### src/rtl/core/gbl_pkg.sv
// Shared types and codes for the gap buffer line store.
// Command, status and sequencer state encodings; no dependencies.
`timescale 1ns / 1ps
`default_nettype none

package gbl_pkg;

  localparam int CMD_W  = 2;
  localparam int POS_W  = 9;
  localparam int CHAR_W = 8;
  localparam int STAT_W = 2;

  typedef enum logic [CMD_W-1:0] {
    CMD_INSERT    = 2'd0,
    CMD_BACKSPACE = 2'd1,
    CMD_READ      = 2'd2,
    CMD_CLEAR     = 2'd3
  } cmd_t;

  typedef enum logic [STAT_W-1:0] {
    ST_OK      = 2'd0,
    ST_FULL    = 2'd1,
    ST_RANGE   = 2'd2,
    ST_NOTHING = 2'd3
  } status_t;

  typedef enum logic [2:0] {
    S_IDLE,
    S_SEEK,
    S_COPY,
    S_RDWAIT,
    S_DONE
  } state_t;

endpackage

`default_nettype wire

### src/rtl/core/gbl_ram.sv
// Text storage for the gap buffer: one write port, one registered read port.
// Uses gbl_pkg for the character width.
`timescale 1ns / 1ps
`default_nettype none

module gbl_ram
  import gbl_pkg::*;
#(
  parameter int DEPTH = 256,
  parameter int AW    = 8
) (
  input  wire logic              clk,
  input  wire logic              we,
  input  wire logic [AW-1:0]     waddr,
  input  wire logic [CHAR_W-1:0] wdata,
  input  wire logic              re,
  input  wire logic [AW-1:0]     raddr,
  output logic      [CHAR_W-1:0] rdata
);

  logic [CHAR_W-1:0] mem [DEPTH];

  always_ff @(posedge clk) begin
    if (we) begin
      mem[waddr] <= wdata;
    end
  end

  always_ff @(posedge clk) begin
    if (re) begin
      rdata <= mem[raddr];
    end
  end

endmodule

`default_nettype wire

### src/rtl/core/gap_buffer_line_store.sv
// Gap buffer line store: one line of up to CAPACITY bytes held with a movable gap.
// Every request gives exactly one result. A request is taken only while the
// sequencer is idle; a finished result may still wait in the output register.
// Insert and backspace move the gap one position per step (read the byte across
// the gap from the single RAM read port in S_SEEK, then write it on the far side
// in S_COPY) until it sits at the cursor, then finish the edit. Read waits for
// the registered RAM read in S_RDWAIT. The store needs no clearing pass after
// reset: only bytes that belong to the line are ever read.
// Depends on gbl_pkg and gbl_ram.
`timescale 1ns / 1ps
`default_nettype none

module gap_buffer_line_store
  import gbl_pkg::*;
#(
  parameter int CAPACITY = 256
) (
  input  wire logic              clk,
  input  wire logic              rst_n,
  input  wire logic              in_valid,
  output logic                   in_stall,
  input  wire logic [CMD_W-1:0]  in_command,
  input  wire logic [POS_W-1:0]  in_position,
  input  wire logic [CHAR_W-1:0] in_char_in,
  output logic                   out_valid,
  input  wire logic              out_stall,
  output logic [STAT_W-1:0]      out_status,
  output logic [CHAR_W-1:0]      out_char_out,
  output logic [POS_W-1:0]       out_line_length,
  output logic [POS_W-1:0]       out_gap_position
);

  localparam int LW = $clog2(CAPACITY + 1);
  localparam int AW = $clog2(CAPACITY);
  localparam int WW = ((LW > POS_W) ? LW : POS_W) + 1;
  localparam logic [LW-1:0] CAP_L = LW'(CAPACITY);
  localparam logic [WW-1:0] ONE_W = WW'(1);
  localparam logic [LW-1:0] ONE_L = LW'(1);

  state_t            state_r, state_nxt;
  logic [LW-1:0]     gs_r, gs_nxt;
  logic [LW-1:0]     gl_r, gl_nxt;
  cmd_t              cmd_r, cmd_nxt;
  logic [LW-1:0]     pos_r, pos_nxt;
  logic [CHAR_W-1:0] ch_r, ch_nxt;
  logic              dir_left_r, dir_left_nxt;
  status_t           stat_r, stat_nxt;
  logic [CHAR_W-1:0] cout_r, cout_nxt;

  logic              out_valid_r, out_valid_nxt;
  logic [STAT_W-1:0] out_status_r, out_status_nxt;
  logic [CHAR_W-1:0] out_char_r, out_char_nxt;
  logic [POS_W-1:0]  out_len_r, out_len_nxt;
  logic [POS_W-1:0]  out_gap_r, out_gap_nxt;

  logic              ram_we, ram_re;
  logic [AW-1:0]     ram_waddr, ram_raddr;
  logic [CHAR_W-1:0] ram_wdata, ram_rdata;

  logic              accept;
  logic [LW-1:0]     len_l;
  logic [WW-1:0]     pos_ext, len_ext, gs_ext, gl_ext;
  logic [WW-1:0]     rd_idx, left_src, right_src, left_dst;

  assign in_stall = (state_r != S_IDLE);
  assign accept   = in_valid && !in_stall;

  assign len_l     = CAP_L - gl_r;
  assign pos_ext   = {{(WW-POS_W){1'b0}}, in_position};
  assign len_ext   = {{(WW-LW){1'b0}}, len_l};
  assign gs_ext    = {{(WW-LW){1'b0}}, gs_r};
  assign gl_ext    = {{(WW-LW){1'b0}}, gl_r};
  // Logical index to physical slot: skip the gap when past its start.
  assign rd_idx    = (pos_ext < gs_ext) ? pos_ext : (pos_ext + gl_ext);
  assign left_src  = gs_ext - ONE_W;
  assign right_src = gs_ext + gl_ext;
  assign left_dst  = gs_ext + gl_ext - ONE_W;

  always_comb begin
    state_nxt      = state_r;
    gs_nxt         = gs_r;
    gl_nxt         = gl_r;
    cmd_nxt        = cmd_r;
    pos_nxt        = pos_r;
    ch_nxt         = ch_r;
    dir_left_nxt   = dir_left_r;
    stat_nxt       = stat_r;
    cout_nxt       = cout_r;
    out_valid_nxt  = out_valid_r && out_stall;
    out_status_nxt = out_status_r;
    out_char_nxt   = out_char_r;
    out_len_nxt    = out_len_r;
    out_gap_nxt    = out_gap_r;
    ram_we         = 1'b0;
    ram_waddr      = gs_r[AW-1:0];
    ram_wdata      = ram_rdata;
    ram_re         = 1'b0;
    ram_raddr      = rd_idx[AW-1:0];

    unique case (state_r)
      S_IDLE: begin
        if (accept) begin
          cmd_nxt  = cmd_t'(in_command);
          pos_nxt  = pos_ext[LW-1:0];
          ch_nxt   = in_char_in;
          cout_nxt = '0;
          stat_nxt = ST_OK;
          case (cmd_t'(in_command))
            CMD_INSERT: begin
              if (pos_ext > len_ext) begin
                stat_nxt  = ST_RANGE;
                state_nxt = S_DONE;
              end else if (gl_r == '0) begin
                stat_nxt  = ST_FULL;
                state_nxt = S_DONE;
              end else begin
                state_nxt = S_SEEK;
              end
            end
            CMD_BACKSPACE: begin
              if (pos_ext > len_ext) begin
                stat_nxt  = ST_RANGE;
                state_nxt = S_DONE;
              end else if (pos_ext == '0) begin
                stat_nxt  = ST_NOTHING;
                state_nxt = S_DONE;
              end else begin
                state_nxt = S_SEEK;
              end
            end
            CMD_READ: begin
              if (pos_ext >= len_ext) begin
                stat_nxt  = ST_RANGE;
                state_nxt = S_DONE;
              end else begin
                ram_re    = 1'b1;
                state_nxt = S_RDWAIT;
              end
            end
            default: begin
              gs_nxt    = '0;
              gl_nxt    = CAP_L;
              state_nxt = S_DONE;
            end
          endcase
        end
      end

      S_SEEK: begin
        if (gs_r > pos_r) begin
          ram_re       = 1'b1;
          ram_raddr    = left_src[AW-1:0];
          dir_left_nxt = 1'b1;
          state_nxt    = S_COPY;
        end else if (gs_r < pos_r) begin
          ram_re       = 1'b1;
          ram_raddr    = right_src[AW-1:0];
          dir_left_nxt = 1'b0;
          state_nxt    = S_COPY;
        end else begin
          // Gap sits at the cursor: finish the edit.
          if (cmd_r == CMD_INSERT) begin
            ram_we    = 1'b1;
            ram_waddr = gs_r[AW-1:0];
            ram_wdata = ch_r;
            gs_nxt    = gs_r + ONE_L;
            gl_nxt    = gl_r - ONE_L;
          end else begin
            gs_nxt    = gs_r - ONE_L;
            gl_nxt    = gl_r + ONE_L;
          end
          state_nxt = S_DONE;
        end
      end

      S_COPY: begin
        ram_we = 1'b1;
        if (dir_left_r) begin
          ram_waddr = left_dst[AW-1:0];
          gs_nxt    = gs_r - ONE_L;
        end else begin
          ram_waddr = gs_r[AW-1:0];
          gs_nxt    = gs_r + ONE_L;
        end
        state_nxt = S_SEEK;
      end

      S_RDWAIT: begin
        cout_nxt  = ram_rdata;
        state_nxt = S_DONE;
      end

      S_DONE: begin
        // Hold until the previous result has been taken.
        if (!(out_valid_r && out_stall)) begin
          out_valid_nxt  = 1'b1;
          out_status_nxt = stat_r;
          out_char_nxt   = cout_r;
          out_len_nxt    = len_ext[POS_W-1:0];
          out_gap_nxt    = gs_ext[POS_W-1:0];
          state_nxt      = S_IDLE;
        end
      end

      default: begin
        state_nxt = S_IDLE;
      end
    endcase
  end

  always_ff @(posedge clk) begin
    if (!rst_n) begin
      state_r     <= S_IDLE;
      gs_r        <= '0;
      gl_r        <= CAP_L;
      out_valid_r <= 1'b0;
    end else begin
      state_r     <= state_nxt;
      gs_r        <= gs_nxt;
      gl_r        <= gl_nxt;
      out_valid_r <= out_valid_nxt;
    end
  end

  always_ff @(posedge clk) begin
    cmd_r        <= cmd_nxt;
    pos_r        <= pos_nxt;
    ch_r         <= ch_nxt;
    dir_left_r   <= dir_left_nxt;
    stat_r       <= stat_nxt;
    cout_r       <= cout_nxt;
    out_status_r <= out_status_nxt;
    out_char_r   <= out_char_nxt;
    out_len_r    <= out_len_nxt;
    out_gap_r    <= out_gap_nxt;
  end

  gbl_ram #(
    .DEPTH (CAPACITY),
    .AW    (AW)
  ) u_ram (
    .clk   (clk),
    .we    (ram_we),
    .waddr (ram_waddr),
    .wdata (ram_wdata),
    .re    (ram_re),
    .raddr (ram_raddr),
    .rdata (ram_rdata)
  );

  assign out_valid        = out_valid_r;
  assign out_status       = out_status_r;
  assign out_char_out     = out_char_r;
  assign out_line_length  = out_len_r;
  assign out_gap_position = out_gap_r;

endmodule

`default_nettype wire

### config.mk
export PLATFORM = sky130hd
export DESIGN_NAME = gap_buffer_line_store
export DESIGN_NICKNAME = d
export VERILOG_FILES = /design/src/rtl/core/gbl_pkg.sv /design/src/rtl/core/gbl_ram.sv /design/src/rtl/core/gap_buffer_line_store.sv
export SDC_FILE = /design/constraint.sdc
export NUM_CORES = 2
export LEC_CHECK = 0
export BUFFER_PORTS_ARGS = -buffer_cell sky130_fd_sc_hd__buf_4
export CAP_MARGIN = 20
export CORE_ASPECT_RATIO = 1.75
export CORE_MARGIN = 3
export CORE_UTILIZATION = 55
export DETAILED_ROUTE_END_ITERATION = 10
export PLACE_DENSITY = 0.71
export SLEW_MARGIN = 20
export SYNTH_ARGS = -nofsm -noshare
export SYNTH_HDL_FRONTEND = slang
export SYNTH_SLANG_ARGS = --single-unit
### constraint.sdc
create_clock -name clk -period 5.37 [get_ports clk]
set_input_delay 0.2685 -clock clk [delete_from_list [all_inputs] [get_ports clk]]
set_output_delay 0.2685 -clock clk [all_outputs]
set_load 0.005 [all_outputs]
After elaboration in Yosys (flattened, before gate mapping) --
Memory sizes are Yosys's and may differ from the RTL's. A register that Yosys moved wholly into a read port is not among the register bits. Index checks and enable logic that the tools add are counted. Widths: inputs -> output; s select.
Cells by class: add/subtract/negate cells 9, multiply operators 0, div/mod/pow operators 0, $lt $le $gt $ge 5, equality and inequality tests 11, shift operators 0, mux-type cells 56, bitwise gates (word level) 1, reductions and logical operators 21
Operator list (number):
- $mux 9 | 11
- $mux 8 | 11
- $mux 3 | 9
- $pmux 9 s3 | 1
- $add 9x1->9 const B | 2
- $gt 9x9->1 | 2
- $lt 9x9->1 | 2
- $pmux 9 s2 | 1
- $sub 9x1->9 const B | 2
- $add 8x8->8 | 2
- $pmux 8 s2 | 1
- $sub 8x1->8 const B | 2
- $pmux 3 s5 | 1
- $mux 1 | 13
- $logic_not 10->1 | 1
- $ne 2x2->1 const B | 5
- $reduce_and 2->1 | 5
- $reduce_and 5->1 | 2
- $ge 9x9->1 | 1
- $logic_not 9->1 | 1
- $pmux 3 s3 | 1
- $sub 9x9->9 const A | 1
- $mux 2 | 4
- $eq 3x2->1 const B | 2
- other kinds (14) | 20
Word-level totals: register bits after elaboration 80, latch bits 0, memory bits (writable) 2048, bits in read-only memories 0, output and inout port bits 30, logic and storage cells 118, memories kept 1
Memories:
- u_ram.mem | words 256, bits a word 8, read ports 1, clocked after memory_dff 1, write ports 1, RTL line gbl_ram.sv:21 | logic [CHAR_W-1:0] mem [DEPTH];

Logic depth before layout (Yosys ltp) --
depth in word-level cells 7, mapped depth 20, mapped depth without buffers 15

Hierarchy --
Synthesis repeated with hierarchy kept, for this count alone.
Unflattened totals: cell total of the unflattened synthesis 4311, area total of the unflattened synthesis 85188.0 µm²
By module, submodules not included:
- gbl_ram | times used 1, cells an instance 3733, area an instance 79636.4 µm²
- gap_buffer_line_store | times used 1, cells an instance 578, area an instance 5551.6 µm²

Worst setup path before layout --
No wires, ideal clock.
path type register -> register, from register gs_r[3], to register u_ram.rdata[0] (read register of u_ram.mem) (data pin), library setup time 272 ps, arrival 3953 ps, required time 5098 ps, setup slack 1145 ps, stages on the path, launching flop included 19, path buffers 5, period minus slack after synthesis 4225 ps, cell sequence dfxtp_1 clkbuf_1 inv_1 ha_1 o21ai_0 a21oi_1 a21oi_1 buf_2 mux2_2 o21a_1 buf_2 buf_4 clkbuf_1 mux4_2 a22oi_2 o221ai_1 a311oi_1 o22ai_1 or4_1
Between the ends: word-level cells in the longest chain between the ends 5, elaborated cells on any way between the ends 12
RTL lines:
- start: declaration | RTL line gap_buffer_line_store.sv:41 | logic [LW-1:0] gs_r, gs_nxt;
- start signal: assignment | RTL line gap_buffer_line_store.sv:219 | gs_r <= gs_nxt;
- $lt 9x9->1 | RTL line gap_buffer_line_store.sv:74 | assign rd_idx = (pos_ext < gs_ext) ? pos_ext : (pos_ext + gl_ext);
- $mux 8 | RTL line gap_buffer_line_store.sv:74
- $mux 8 | RTL line gap_buffer_line_store.sv:155 | end else if (gs_r < pos_r) begin
- $mux 8 | RTL line gap_buffer_line_store.sv:150 | if (gs_r > pos_r) begin
- $mux 8 | RTL line gap_buffer_line_store.sv:100 | unique case (state_r)
- end: declaration | RTL line gbl_ram.sv:18 | output logic [CHAR_W-1:0] rdata
Several ways; a longest one is shown, not always the timed one. A chain may end at the register's enable or synchronous reset.

Worst setup path after layout --
from register gs_r[0], to register u_ram.rdata[5] (read register of u_ram.mem) (data pin)
Same word-level chain as after synthesis.

==> impl_metrics.tcl <==
set metrics [dict create \
    outcome "finished, final reports clean" \
    grt-ovfl-total 0 \
    synth_top_family_by_area "simple AND/OR/NAND/NOR gates" \
    synth_top_flop_cell "edfxtp_1" \
    multiInputGateArea_um2 20400 \
    busiest_layer "met2" \
    numCtsBuffers 187 \
    grt_pass1_vias 51400 \
    fin_util_pct 63.8 \
    clk_path_buf_depth 4 \
    root_buffer "clkbuf_16" \
    synth_xor_area_share_pct 0.338 \
    arrival_ns 5.85 \
    finClkSkew_ns 0.0688 \
    drt_iter0_markers 5788 \
    area_growth_pct 14.6 \
    path_buf_inv 1 \
    synth_simple_gate_area_share_pct 8.64 \
    synth_edf_count 2114 \
    ys_seq_area_share_pct 74.7 \
    synth-seq-cells 2136 \
    crit_top_cell "a21oi_1" \
    fin_nets 6052 \
    dieHeight_um 528 \
    critPathMaxFanout 9 \
    drt-pass1-iter-count 6 \
    wl_per_cell_um 27.9 \
    whs_ns 0.131 \
    period_share_pct 98.7 \
    drive_above_1_share_pct 17.9 \
    ys_warn_count 0 \
    worstPathRequired_ns 5.92 \
    rows 190 \
    rsz0062_at_grt "false" \
    worst_setup_path_end_kind "flop" \
    hold_viol_final 0 \
    initial_core_util_pct 55.7 \
    clkTransAtPathRegs_ns 0.07 \
    maxCapViolCount 0 \
    coreArea_um2 154000 \
    mostFrequentLayoutCells "2114 x edfxtp_1, 958 x nand2_1, 525 x buf_4, 298 x nor2_1, 297 x mux2i_1" \
    synth_nets 5601 \
    vias 51000 \
    routabilityCongestion 0.952 \
    use_met3_pct 3.65 \
    fin_crit_ns 5.30 \
    total_leakage_power_nw 33.4 \
    fin_setup_tns_ns 0 \
    cp-start-kind "flop" \
    power_density_nw_per_um2 358 \
    synthesis.area_um2 85600 \
    nFillCells 10600 \
    grt_antenna_before_repair 9 \
    final-seq-area_um2 63900 \
    synthArstFlopShare_pct 0 \
    clk-insertion-delay-late_ns 0.84 \
    relSlewSlack_pct 15.8 \
    synthAdderAreaFrac_pct 0.830 \
    syn_inst 5523 \
    fmax_ghz 0.189 \
    drc 0 \
    cts_sinks 2136 \
    ant_nets 0 \
    num_io_pins 53 \
    drv_slew 0 \
    synth.mux.area_fraction_pct 7.84 \
    dp_hpwl_mm 145 \
    grt_max_degree 118 \
    syn_avg_cell_area_um2 15.5 \
    layout_commonest_cell "edfxtp_1" \
    routed_wl_mm 227 \
    worst_path_largest_cell_delay_ns 0.59 \
    vias_per_cell 6.26 \
    grt_first_pass_wirelength_mm 333 \
    crit_type "flop to flop" \
    critPathTopFamily "compound AO/OA/AOI/OAI gates" \
    tightest_slew_ns 1.23 \
    hp-class "input port to flop" \
    port_buffers 52 \
    die-area_um2 161000 \
    setup_viol 0 \
    ir_worst_vdd_uv 324 \
    cts_tree "yes" \
    grtUsageTotal_pct 27.9 \
    met2_usage_pct 48.9 \
    synth_cell_types 66 \
    die_w_um 304 \
    worstPathCellList "buf_4 -> ha_1 -> fa_1 -> a21o_1 -> a21oi_1 -> o21bai_1 -> a21oi_1 -> xnor2_1 -> a21oi_1 -> o22ai_1 -> nand2b_1 -> or2_2 -> o21ai_1 -> or4_1" \
    grt.met1_usage_pct 32.6 \
    synth_compound_area_share_pct 5.77 \
    htreeDepth 4 \
    slowest_stage "nand2b_1" \
]
-- Yosys cell counts, drive strengths merged, types with 12 or more instances --
cell | instances | area share, %
o221ai | 34 | 0.35
a32oi | 33 | 0.34
a21oi | 111 | 0.65
nor2 | 301 | 1.3
o22ai | 21 | 0.15
xnor2 | 25 | 0.26
o21ai | 43 | 0.25
ha | 52 | 0.76
edfxtp | 2114 | 74
a22oi | 168 | 1.5
a32o | 33 | 0.39
a21o | 12 | 0.11
dfxtp | 22 | 0.51
nor3 | 25 | 0.15
mux4 | 128 | 3.4
and3 | 76 | 0.56
clkbuf | 211 | 0.93
nand4 | 68 | 0.50
a2111oi | 32 | 0.33
buf | 129 | 0.78
a41o | 16 | 0.19
o21a | 18 | 0.16
and4 | 18 | 0.18
mux2 | 74 | 0.97
nand2 | 970 | 4.3
mux2i | 299 | 3.5
nand3 | 214 | 1.3
a31oi | 98 | 0.72
a311oi | 32 | 0.33
inv | 45 | 0.20
-- final cells by class --
cell class              instances  area share, %
clock buffers                 224           4.97
repair buffers                602           5.37
flip-flops and latches       2136           65.2
well taps                    2016           2.57
clock inverters                98          0.894
inverters                      45          0.172
multi-input cells            3002           20.8
diodes                         21         0.0536
-- state kept, by name (all words and copies together), names as in the netlist, 8 cells and up --
name              count
out_gap_position      9
cout_r                8
u_ram.rdata           8
gs_r                  9
out_line_length       9
gl_r                  9
out_char_out          8
ch_r                  8
pos_r                 9
u_ram.mem          2048
-- timing repair --
item,4_1_cts,5_1_grt
gates resized for setup,4,23
pin swaps,1,3
hold buffers,21,0
cloned,0,0
endpoints found under the hold margin,35,0
buffers inserted,3,1
setup endpoints to repair,7,8
-- cell families after synthesis --
kind of cell    Yosys count
buf+inv                 385
fa+ha+maj                55
flops                  2136
compound gates          686
simple gates           1727
mux                     501
xor+xnor                 33
-- where the power goes --
part	internal (W)	switching (W)	leakage, nW
combinational	0.00136	0.00248	11.3
clock	0.00710	0.00581	2.80
sequential	0.0184	0.0000209	19.2
-- worst register-to-register path: stages, from the launching register on --
cell and delay, ns:
dfxtp_1 0.40, buf_4 0.21, ha_1 0.24, fa_1 0.42
a21o_1 0.20, a21oi_1 0.26, o21bai_1 0.11, a21oi_1 0.17
xnor2_1 0.22, a21oi_1 0.16, o22ai_1 0.54, nand2b_1 0.59
or2_2 0.46, o21ai_1 0.53, or4_1 0.56
-- per-stage QoR --
stage          area, µm²  total power [W]  worst slack (ns)  std cells
2_1_floorplan      85600           0.0210              1.15       5523
3_3_place_gp       91900           0.0225            -0.434       7775
3_5_place_dp       91900           0.0225            -0.317       7776
4_1_cts            97900           0.0352            0.0100       8122
5_1_grt            98100           0.0361           0.00277       8137
6_report           98100           0.0351            0.0683       8144
-- worst paths after layout --
path	from	to	slack, ns	cells after the start
max	gs_r[0]$_SDFFE_PN0P_	u_ram.rdata[5]$_DFFE_PP_	0.07	14
min	rst_n	gs_r[2]$_SDFFE_PN0P_	0.13	3
max reg2reg	gs_r[0]$_SDFFE_PN0P_	u_ram.rdata[5]$_DFFE_PP_	0.07	14
min reg2reg	stat_r[0]$_DFFE_PP_	out_status[0]$_DFFE_PP_	0.42	0
-- routing by layer --
metal | up-vias | share of wire [%]
li1 | 22200 | -
met1 | 25700 | 34
met2 | 2433 | 51
met3 | 642 | 7.1
met4 | 6 | 7.2
met5 | - | 0.019
No activity file was read; power rests on OpenSTA's default activity.
